$ cat config.mk
export PLATFORM = sky130hd
export DESIGN_NAME = top_k_sorted_insert_flat
export DESIGN_NICKNAME = d
export VERILOG_FILES = /design/src/design/tksi_pkg.sv /design/src/design/tksi_ifs.sv /design/src/design/tksi_cmp.sv /design/src/design/tksi_table.sv /design/src/design/top_k_sorted_insert.sv /design/src/flat_wrapper.sv
export SDC_FILE = /design/constraint.sdc
export NUM_CORES = 2
export LEC_CHECK = 0
export ABC_AREA = 1
export BUFFER_PORTS_ARGS = -buffer_cell sky130_fd_sc_hd__clkbuf_2
export CAP_MARGIN = 20
export CORE_MARGIN = 5
export CORE_UTILIZATION = 55
export CTS_BUF_LIST = sky130_fd_sc_hd__clkbuf_8
export DETAILED_ROUTE_END_ITERATION = 12
export GPL_ROUTABILITY_DRIVEN = 0
export HOLD_SLACK_MARGIN = 0.1
export PLACE_DENSITY = 0.76
export SYNTH_ARGS = -nofsm -noshare
export SYNTH_HDL_FRONTEND = slang
export SYNTH_HIERARCHICAL = 1
export SYNTH_SLANG_ARGS = --single-unit
$ cat constraint.sdc
create_clock -name i_clk -period 15.75 [get_ports i_clk]
set_input_delay 3.9375 -clock i_clk [delete_from_list [all_inputs] [get_ports i_clk]]
set_output_delay 3.9375 -clock i_clk [all_outputs]
set_load 0.01 [all_outputs]
$ cat src/design/tksi_pkg.sv
// ----------------------------------------------------------------------------
// tksi_pkg: shared types and constants for the top-k sorted insert block
// Table geometry, field widths, function codes and helper functions.
// ----------------------------------------------------------------------------
package tksi_pkg;

    localparam int TABLE_ENTRIES = 10;
    localparam int NAME_CHARS    = 8;

    localparam int FUNC_W  = 2;
    localparam int SCORE_W = 31;
    localparam int STAGE_W = 16;
    localparam int NAME_W  = 64;
    localparam int IDX_W   = 4;
    localparam int PLACE_W = 4;

    localparam int AW = (TABLE_ENTRIES > 1) ? $clog2(TABLE_ENTRIES) : 1;

    localparam logic [FUNC_W-1:0] FUNC_QUERY  = 2'd0;
    localparam logic [FUNC_W-1:0] FUNC_INSERT = 2'd1;
    localparam logic [FUNC_W-1:0] FUNC_READ   = 2'd2;

    typedef logic [AW-1:0] t_addr;

    typedef struct packed {
        logic [SCORE_W-1:0] score;
        logic [STAGE_W-1:0] stage;
        logic [NAME_W-1:0]  name;
    } t_entry;

    typedef struct packed {
        logic   we;
        t_addr  waddr;
        t_addr  raddr;
        t_entry wdata;
    } t_tab_req;

    function automatic t_entry default_entry(input int unsigned idx);
        t_entry e;
        e.score = SCORE_W'((TABLE_ENTRIES - idx) * 10000);
        e.stage = STAGE_W'(TABLE_ENTRIES - idx);
        e.name  = '0;
        return e;
    endfunction

    // keep bytes up to the first zero byte, at most NAME_CHARS of them
    function automatic logic [NAME_W-1:0] clean_name(input logic [NAME_W-1:0] raw);
        logic [NAME_W-1:0] kept;
        logic              keep;
        kept = '0;
        keep = 1'b1;
        for (int b = 0; b < 8; b++) begin
            if (b >= NAME_CHARS || raw[8*b +: 8] == 8'd0) begin
                keep = 1'b0;
            end
            if (keep) begin
                kept[8*b +: 8] = raw[8*b +: 8];
            end
        end
        return kept;
    endfunction

endpackage

$ cat src/design/tksi_ifs.sv
// ----------------------------------------------------------------------------
// tksi_ifs: request and result channels of the top-k sorted insert block
// Valid/ready channels; an item moves when valid and ready are both high.
// ----------------------------------------------------------------------------
interface tksi_in_if;
    logic                         valid;
    logic                         ready;
    logic [tksi_pkg::FUNC_W-1:0]  func;
    logic [tksi_pkg::SCORE_W-1:0] new_score;
    logic [tksi_pkg::STAGE_W-1:0] new_stage;
    logic [tksi_pkg::NAME_W-1:0]  new_name;
    logic [tksi_pkg::IDX_W-1:0]   read_index;

    modport source (output valid, func, new_score, new_stage, new_name, read_index,
                    input ready);
    modport sink   (input valid, func, new_score, new_stage, new_name, read_index,
                    output ready);
endinterface

interface tksi_out_if;
    logic                         valid;
    logic                         ready;
    logic                         entered;
    logic [tksi_pkg::PLACE_W-1:0] place;
    logic [tksi_pkg::SCORE_W-1:0] entry_score;
    logic [tksi_pkg::STAGE_W-1:0] entry_stage;
    logic [tksi_pkg::NAME_W-1:0]  entry_name;

    modport source (output valid, entered, place, entry_score, entry_stage, entry_name,
                    input ready);
    modport sink   (input valid, entered, place, entry_score, entry_stage, entry_name,
                    output ready);
endinterface

$ cat src/design/tksi_cmp.sv
// ----------------------------------------------------------------------------
// tksi_cmp: shared rank comparator
// Flags a candidate that beats a stored entry: higher score, or equal score
// with higher stage.
// ----------------------------------------------------------------------------
module tksi_cmp (
    input  logic [tksi_pkg::SCORE_W-1:0] i_cand_score,
    input  logic [tksi_pkg::STAGE_W-1:0] i_cand_stage,
    input  tksi_pkg::t_entry             i_entry,
    output logic                         o_beats
);
    import tksi_pkg::*;

    assign o_beats = (i_cand_score > i_entry.score) ||
                     ((i_cand_score == i_entry.score) && (i_cand_stage > i_entry.stage));

endmodule

$ cat src/design/tksi_table.sv
// ----------------------------------------------------------------------------
// tksi_table: score table storage
// One read port and one write port; reset loads the descending defaults.
// ----------------------------------------------------------------------------
module tksi_table (
    input  logic               i_clk,
    input  logic               i_rst_n,
    input  tksi_pkg::t_tab_req i_req,
    output tksi_pkg::t_entry   o_rdata
);
    import tksi_pkg::*;

    t_entry r_tab [TABLE_ENTRIES];

    always_ff @(posedge i_clk) begin
        if (!i_rst_n) begin
            for (int i = 0; i < TABLE_ENTRIES; i++) begin
                r_tab[i] <= default_entry(i);
            end
        end else if (i_req.we) begin
            r_tab[i_req.waddr] <= i_req.wdata;
        end
    end

    assign o_rdata = r_tab[i_req.raddr];

endmodule

$ cat src/design/top_k_sorted_insert.sv
// ----------------------------------------------------------------------------
// top_k_sorted_insert: high-score table with query, insert and read
// Sequencer walks the table with one shared comparator; for an insert it then
// shifts the lower entries down one per cycle and writes the new record.
//
//   channel   dir   handshake                payload
//   i_item    in    valid/ready (sink)       func, new_score, new_stage,
//                                            new_name, read_index
//   o_res     out   valid/ready (source)     entered, place, entry_score,
//                                            entry_stage, entry_name
//
// One item per pass: a capture step, scan steps up to the place, then for
// an insert one shift step per entry below the place and a write step,
// then the result step. The walk goes through the single table port. A
// read goes from capture straight to the result step.
// Reset loads the default table. The result sits in an output register;
// the next item is taken while it waits, and the sequencer only stalls
// at the result step while that register is still full.
// ----------------------------------------------------------------------------
module top_k_sorted_insert (
    input  logic  i_clk,
    input  logic  i_rst_n,
    tksi_in_if.sink    i_item,
    tksi_out_if.source o_res
);
    import tksi_pkg::*;

    typedef enum logic [4:0] {
        S_IDLE  = 5'b00001,
        S_SCAN  = 5'b00010,
        S_SHIFT = 5'b00100,
        S_WRITE = 5'b01000,
        S_DONE  = 5'b10000
    } t_state;

    localparam t_addr LAST = AW'(TABLE_ENTRIES - 1);

    t_state r_state, n_state;
    logic   r_o_valid, n_o_valid;

    logic [FUNC_W-1:0]  r_func, n_func;
    logic [SCORE_W-1:0] r_score, n_score;
    logic [STAGE_W-1:0] r_stage, n_stage;
    logic [NAME_W-1:0]  r_name, n_name;
    logic               r_rd_ok, n_rd_ok;
    logic               r_entered, n_entered;
    t_addr              r_place, n_place;
    t_addr              r_addr, n_addr;

    logic               r_o_entered, n_o_entered;
    logic [PLACE_W-1:0] r_o_place, n_o_place;
    t_entry             r_o_entry, n_o_entry;

    t_tab_req tab_req;
    t_entry   tab_rdata;
    logic     beats;

    tksi_table u_table (
        .i_clk   (i_clk),
        .i_rst_n (i_rst_n),
        .i_req   (tab_req),
        .o_rdata (tab_rdata)
    );

    tksi_cmp u_cmp (
        .i_cand_score (r_score),
        .i_cand_stage (r_stage),
        .i_entry      (tab_rdata),
        .o_beats      (beats)
    );

    always_comb begin
        n_state     = r_state;
        n_o_valid   = r_o_valid & ~o_res.ready;
        n_func      = r_func;
        n_score     = r_score;
        n_stage     = r_stage;
        n_name      = r_name;
        n_rd_ok     = r_rd_ok;
        n_entered   = r_entered;
        n_place     = r_place;
        n_addr      = r_addr;
        n_o_entered = r_o_entered;
        n_o_place   = r_o_place;
        n_o_entry   = r_o_entry;

        tab_req.we    = 1'b0;
        tab_req.waddr = r_addr;
        tab_req.raddr = r_addr;
        tab_req.wdata = tab_rdata;

        case (r_state)
            S_IDLE: begin
                if (i_item.valid) begin
                    n_func    = i_item.func;
                    n_score   = i_item.new_score;
                    n_stage   = i_item.new_stage;
                    n_name    = clean_name(i_item.new_name);
                    n_rd_ok   = 32'(i_item.read_index) < 32'(TABLE_ENTRIES);
                    n_entered = 1'b0;
                    n_place   = '0;
                    n_addr    = '0;
                    case (i_item.func)
                        FUNC_QUERY, FUNC_INSERT: begin
                            n_state = S_SCAN;
                        end
                        FUNC_READ: begin
                            if (n_rd_ok) begin
                                n_addr = AW'(i_item.read_index);
                            end
                            n_state = S_DONE;
                        end
                        default: begin
                            n_state = S_DONE;
                        end
                    endcase
                end
            end
            S_SCAN: begin
                if (beats) begin
                    n_entered = 1'b1;
                    n_place   = r_addr;
                    if (r_func == FUNC_INSERT) begin
                        if (r_addr == LAST) begin
                            n_state = S_WRITE;
                        end else begin
                            n_addr  = LAST;
                            n_state = S_SHIFT;
                        end
                    end else begin
                        n_state = S_DONE;
                    end
                end else if (r_addr == LAST) begin
                    n_state = S_DONE;
                end else begin
                    n_addr = r_addr + 1'b1;
                end
            end
            S_SHIFT: begin
                // entry[addr] <= entry[addr-1]
                tab_req.raddr = r_addr - 1'b1;
                tab_req.we    = 1'b1;
                if ((r_addr - 1'b1) == r_place) begin
                    n_state = S_WRITE;
                end else begin
                    n_addr = r_addr - 1'b1;
                end
            end
            S_WRITE: begin
                tab_req.we          = 1'b1;
                tab_req.waddr       = r_place;
                tab_req.wdata.score = r_score;
                tab_req.wdata.stage = r_stage;
                tab_req.wdata.name  = r_name;
                n_state             = S_DONE;
            end
            S_DONE: begin
                if (!r_o_valid || o_res.ready) begin
                    n_o_valid   = 1'b1;
                    n_o_entered = r_entered;
                    n_o_place   = r_entered ? PLACE_W'(r_place) : '0;
                    n_o_entry   = (r_func == FUNC_READ && r_rd_ok) ? tab_rdata : '0;
                    n_state     = S_IDLE;
                end
            end
            default: begin
                n_state = S_IDLE;
            end
        endcase
    end

    always_ff @(posedge i_clk) begin
        if (!i_rst_n) begin
            r_state   <= S_IDLE;
            r_o_valid <= 1'b0;
        end else begin
            r_state   <= n_state;
            r_o_valid <= n_o_valid;
        end
    end

    always_ff @(posedge i_clk) begin
        r_func      <= n_func;
        r_score     <= n_score;
        r_stage     <= n_stage;
        r_name      <= n_name;
        r_rd_ok     <= n_rd_ok;
        r_entered   <= n_entered;
        r_place     <= n_place;
        r_addr      <= n_addr;
        r_o_entered <= n_o_entered;
        r_o_place   <= n_o_place;
        r_o_entry   <= n_o_entry;
    end

    assign i_item.ready      = (r_state == S_IDLE);
    assign o_res.valid       = r_o_valid;
    assign o_res.entered     = r_o_entered;
    assign o_res.place       = r_o_place;
    assign o_res.entry_score = r_o_entry.score;
    assign o_res.entry_stage = r_o_entry.stage;
    assign o_res.entry_name  = r_o_entry.name;

endmodule

$ cat src/flat_wrapper.sv
// flat-port wrapper written by rule: the top's interface ports become plain ports
module top_k_sorted_insert_flat import tksi_pkg::*;
  (i_clk, i_rst_n, i_item_valid, i_item_func, i_item_new_score, i_item_new_stage, i_item_new_name, i_item_read_index, i_item_ready, o_res_valid, o_res_entered, o_res_place, o_res_entry_score, o_res_entry_stage, o_res_entry_name, o_res_ready);
  tksi_in_if i_item_i ();
  tksi_out_if o_res_i ();
  input  logic i_clk;
  input  logic i_rst_n;
  input wire logic [$bits(i_item_i.valid)-1:0] i_item_valid;
  input wire logic [$bits(i_item_i.func)-1:0] i_item_func;
  input wire logic [$bits(i_item_i.new_score)-1:0] i_item_new_score;
  input wire logic [$bits(i_item_i.new_stage)-1:0] i_item_new_stage;
  input wire logic [$bits(i_item_i.new_name)-1:0] i_item_new_name;
  input wire logic [$bits(i_item_i.read_index)-1:0] i_item_read_index;
  output wire logic [$bits(i_item_i.ready)-1:0] i_item_ready;
  output wire logic [$bits(o_res_i.valid)-1:0] o_res_valid;
  output wire logic [$bits(o_res_i.entered)-1:0] o_res_entered;
  output wire logic [$bits(o_res_i.place)-1:0] o_res_place;
  output wire logic [$bits(o_res_i.entry_score)-1:0] o_res_entry_score;
  output wire logic [$bits(o_res_i.entry_stage)-1:0] o_res_entry_stage;
  output wire logic [$bits(o_res_i.entry_name)-1:0] o_res_entry_name;
  input wire logic [$bits(o_res_i.ready)-1:0] o_res_ready;
  assign i_item_i.valid = i_item_valid;
  assign i_item_i.func = i_item_func;
  assign i_item_i.new_score = i_item_new_score;
  assign i_item_i.new_stage = i_item_new_stage;
  assign i_item_i.new_name = i_item_new_name;
  assign i_item_i.read_index = i_item_read_index;
  assign i_item_ready = i_item_i.ready;
  assign o_res_valid = o_res_i.valid;
  assign o_res_entered = o_res_i.entered;
  assign o_res_place = o_res_i.place;
  assign o_res_entry_score = o_res_i.entry_score;
  assign o_res_entry_stage = o_res_i.entry_stage;
  assign o_res_entry_name = o_res_i.entry_name;
  assign o_res_i.ready = o_res_ready;
  top_k_sorted_insert u_core (.i_clk(i_clk), .i_rst_n(i_rst_n), .i_item(i_item_i), .o_res(o_res_i));
endmodule
### Yosys cells after proc, flatten, opt, wreduce, memory -nomap -nowiden

Memories as Yosys holds them, arrays and structs flattened.
Cells that the tools add are included.

| cells by class | value |
|---|---|
| add/subtract/negate cells | 2 |
| $lt $le $gt $ge | 3 |
| equality and inequality tests | 21 |
| multiplexer cells | 61 |
| bitwise operators | 2 |
| reductions and logical operators | 24 |

Operator list:

| cell | number |
|---|---|
| 2-to-1 mux 111 bit | 2 |
| OR reduction 111 bit | 1 |
| logical NOT 8 bit | 8 |
| 2-to-1 mux 4 bit | 14 |
| 2-to-1 mux 5 bit | 7 |
| 2-to-1 mux 1 bit | 34 |
| == test 31 bit | 1 |
| greater-than comparator 31 bit | 1 |
| case mux 5 bit (5 select lines) | 1 |
| greater-than comparator 16 bit | 1 |
| case mux 4 bit (3 select lines) | 1 |
| case mux 4 bit (2 select lines) | 1 |
| != test 2 x 1 -> 1 bit (second input constant) | 3 |
| != test 3 bit (second input constant) | 2 |
| AND reduction 6 bit | 1 |
| == test 5 x 1 -> 1 bit (second input constant) | 1 |
| == test 5 x 2 -> 1 bit (second input constant) | 1 |
| == test 5 x 3 -> 1 bit (second input constant) | 1 |
| == test 5 x 4 -> 1 bit (second input constant) | 1 |
| == test 5 bit (second input constant) | 1 |
| adder 4 x 1 -> 4 bit (second input constant) | 1 |
| == test 2 x 1 -> 1 bit (second input constant) | 2 |
| == test 2 bit (second input constant) | 2 |
| == test 4 bit | 1 |
| 19 further kinds | 24 |

| word-level totals | value |
|---|---|
| flip-flop bits (word level) | 245 |
| bits in writable memories | 1110 |
| bits of input ports | 121 |
| output and inout port bits | 118 |
| word-level logic and storage cells | 136 |
| memories kept | 1 |

Memory list:

| name | words | width | rd ports | clocked after memory_dff | wr ports | RTL line | text |
|---|---|---|---|---|---|---|---|
| u_core.u_table.r_tab | 10 | 111 | 1 | 0 | 10 | tksi_table.sv:13 | `t_entry r_tab [TABLE_ENTRIES];` |

### Depth between registers and ports, before layout

| depth | value |
|---|---|
| depth after elaboration | 25 |
| depth in mapped cells | 34 |

### By module

The synthesis kept the hierarchy.

By module, submodules not included:

| module | instances | cells each | area each (um^2) | seq. area each (um^2) |
|---|---|---|---|---|
| tksi_table | 1 | 8529 | 80756.2 | 53331.1 |
| top_k_sorted_insert | 1 | 1045 | 11169.5 | 7297.0 |
| tksi_cmp | 1 | 239 | 1422.6 | 0.0 |

### Least setup slack after synthesis

OpenSTA, ideal clock, no wires.

| path | value |
|---|---|
| path type | input-to-reg |
| from | in o_res_ready |
| to | reg u_core.r_o_entered (netlist: u_core/o_res.entered), enable pin |
| arrival time | 14897 ps |
| slack | -23 ps |
| cell stages on the path | 2 |
| buffers on the path | 0 |
| cell sequence | nor2_1 > nor4_1 |

| between the ends | value |
|---|---|
| word-level cells in the longest chain between the ends | 2 |

Ends and longest elaborated chain:

| what | RTL line | text |
|---|---|---|
| start, declared | flat_wrapper.sv:21 | `input wire logic [$bits(o_res_i.ready)-1:0] o_res_ready;` |
| logical OR 1 bit | top_k_sorted_insert.sv:158 | `if (!r_o_valid \|\| o_res.ready) begin` |
| AND reduction 2 bit (no source line) | n/a |  |
| end signal, assigned | top_k_sorted_insert.sv:191 | `r_o_entered <= n_o_entered;` |
| end, declared | top_k_sorted_insert.sv:50 | `logic r_o_entered, n_o_entered;` |

Every way passes these cells.
A chain may end at the register's enable or synchronous reset.

==> out/metrics.yaml <==
grt_pass1_vias: 66700
grt_use_total: 0.2741
root_buffer: "clkbuf_8"
synth_common_cells: "nand2_1, edfxtp_1, inv_1, nand3_1, nor2_1"
cts_tree: "done"
core-area_mm2: 0.1691
via_per_inst: 5.520
yosysMostFrequentCell: "nand2_1"
grt_max_degree: 215
final-setup-viol-count: 0
critPathMostFrequentCell: "nand3_1"
worst_clock_skew_ns: 0.09336
drv_slew: 0
async_flop_share: 0
dpl.hpwl_um: 136800
wl_per_cell_um: 20.15
post-cts-setup-buffers: 0
cp_slowest_cell: "inv_8"
synth_top_area_frac: 0.6482
n_fill_cell: 13290
clkSinkCount: 2021
dieHeight_um: 422.0
worst_pin_slew_ns: 1.210
die_area_mm2: 0.1781
p_leak_nw: 43.92
final_antenna_net_count: 0
clkTransAtPathRegs_ns: 0.06
gr-total-overflow: 0
drive_gt1_frac: 0.08997
portBuffers: 238
min_period_ns: 7.741
path_class: "reg -> reg"
rsz0062_at_grt: "no"
synth_ff_type: "edfxtp_1"
ys_types: 47
drv_cap: 0
netlist_area_mm2: 0.09335
initial_core_util: 0.5521
synth.area.top_cells: "edfxtp_1, nand2_1, nand3_1, inv_1, nor2_1"
synth.net_count: 9985
crit_chain: "inv_1 > ha_1 > or2_2 > o21ai_4 > buf_12 > inv_8 > buf_12 > buf_4 > nand3_1 > nand3_1 > nand3_1 > nand2_1 > inv_1 > ha_1 > nand4_1 > nor2_1 > nand4_1 > nor2_1 > nand3_1 > nand2_1 > nand2_1 > nand2_2 > o211ai_1 > a31oi_1"
netlist_instances: 9813
insertion_delay_ns: 1.03
cts_buffers: 345
antenna_found_initial: 5
cts_max_path_buffers: 4
io-pin-count: 239
status: "complete, no violations"
avgSynthCellArea_um2: 9.513
rows: 151
maxSlewHeadroom: 0.1935
final_net_count: 10140
wl_um: 250700
tns_ns: 0
critPathArrivalTime_ns: 8.39
ctsResizeCount: 0
ir_worst_vdd_uv: 320.2
first_pass_iters: 6
ys.warnings.count: 6
crit_required_ns: 16.40
syn_to_final_growth_pct: 9.315
max_freq_mhz: 129.2
ys_ff_latch: 2021
yosys.area.top_type: "edfxtp_1"
hold_buffers: 0
drt-initial-drc-count: 8288
max_stage_delay_ns: 0.80
synth_edf_count: 2015
drc_errors: 0
htreeDepth: 5
power_density_mw_per_mm2: 158.4
critPathLaunchType: "flop"
grt_pass1_wl_um: 379100
fin_crit_sh: 0.4915
hold_violations: 0
die_width_um: 422.0
cp-end-kind: "flop"
vias: 68650
hold-worst-slack_ns: 0.5554
crit_fanout: 155
seq_area_frac_synth: 0.6495
hold_path.class: "reg -> reg"
-- worst max-delay path: cells and delay by family, from the launching register on --
family | cells | cell delay, ns
AO/OA/AOI/OAI | 3 | 0.51
adder cells (fa/ha/maj) | 2 | 0.71
buffers and inverters | 6 | 2.67
flip-flops | 1 | 0.47
AND/OR/NAND/NOR | 13 | 2.63
-- sequential cells by signal (all words and copies together) (netlist names) --
register,count
u_core/r_place,4
u_core/o_res.entered,1
u_core/r_entered,1
u_core/o_res.entry_score,31
u_core/r_func,2
u_core/r_name,64
u_core/r_stage,16
u_core/r_score,31
u_core/r_addr,4
u_core/o_res.entry_stage,16
u_core/o_res.place,4
u_core/o_res.entry_name,64
u_core/o_res.valid,1
u_core/r_state,5
u_core/u_table/r_tab,1776
u_core/r_rd_ok,1
-- stage by stage --
stage	worst slack, ns	utilization	power (mW)	area, µm²	cells
global placement	7.277	0.5673	11.74	95920	11840
finish	8.009	0.6035	16.16	102000	12440
detailed placement	7.136	0.5673	11.88	95920	11840
global route	7.903	0.6034	17.00	102000	12440
CTS	8.200	0.6031	16.13	102000	12430
floorplan	2.536	-	10.19	93350	9813
-- power breakdown --
part	switching [mW]	leakage [nW]	internal, mW
combinational	4.07	19.5	1.56
clock	2.06	3.46	2.20
sequential	0.102	21.0	6.17
-- area by class of cell --
type	instances	area [µm²]	share of cell area
tap	2218	2775	0.02720
timing repair buffer	332	2024	0.01984
inverter	1732	6569	0.06437
multi-input combinational	5534	23980	0.2350
antenna	4	10.01	0.00009809
sequential	2021	60630	0.5941
clock buffer	348	4790	0.04694
clock inverter	248	1267	0.01242
-- path summary, 6_finish.rpt --
kind / from / end / slack [ns] / depth (start not counted)
min reg2reg: u_core/r_entered / u_core/o_res.entered / 0.56 / 0
max reg2reg: u_core/r_addr[0] / u_core/r_addr[2] / 8.01 / 24
min: u_core/r_entered / u_core/o_res.entered / 0.56 / 0
max: u_core/r_addr[0] / u_core/r_addr[2] / 8.01 / 24
-- kinds of logic (layout without fill, tap and decap cells) --
family | Yosys count | after routing | synth area share
buffers and inverters | 2258 | 2660 | 0.09570
XOR/XNOR | 1 | 1 | 0.00009384
other | 0 | 4 | 0
flip-flops | 2021 | 2021 | 0.6495
adder cells (fa/ha/maj) | 51 | 51 | 0.006836
AO/OA/AOI/OAI | 155 | 155 | 0.01104
AND/OR/NAND/NOR | 5327 | 5327 | 0.2368
-- cells in the final DEF, fill, tap and decap left out, types with 5 or more instances in the layout --
cell        instances
inv_1            1802
clkinv_2           41
nand2_1          2721
o21ai_0            19
nor2_4             16
nand2_2            22
clkbuf_2          238
ha_1               51
clkinv_1           89
inv_8               5
buf_12              7
inv_2              10
o21ai_2            60
buf_4              85
clkinvlp_4          9
a21oi_1            20
dfxtp_1             6
nor2_2             16
nor2_1           1143
bufinv_16           9
edfxtp_1         2015
nand2_4            11
clkbuf_8          348
o21ai_1            42
nand4_1            18
inv_4              12
nand3_1          1355
-- metal layers --
layer | GRT usage | vias up | wire length (µm)
met2 | 0.4548 | 4109 | 119800
met3 | 0.05014 | 687 | 26960
met4 | 0.1376 | 4 | 12240
met5 | 0 | - | 27
li1 | - | 31500 | -
met1 | 0.3484 | 32350 | 91650
(Power assumes the default switching activity.)
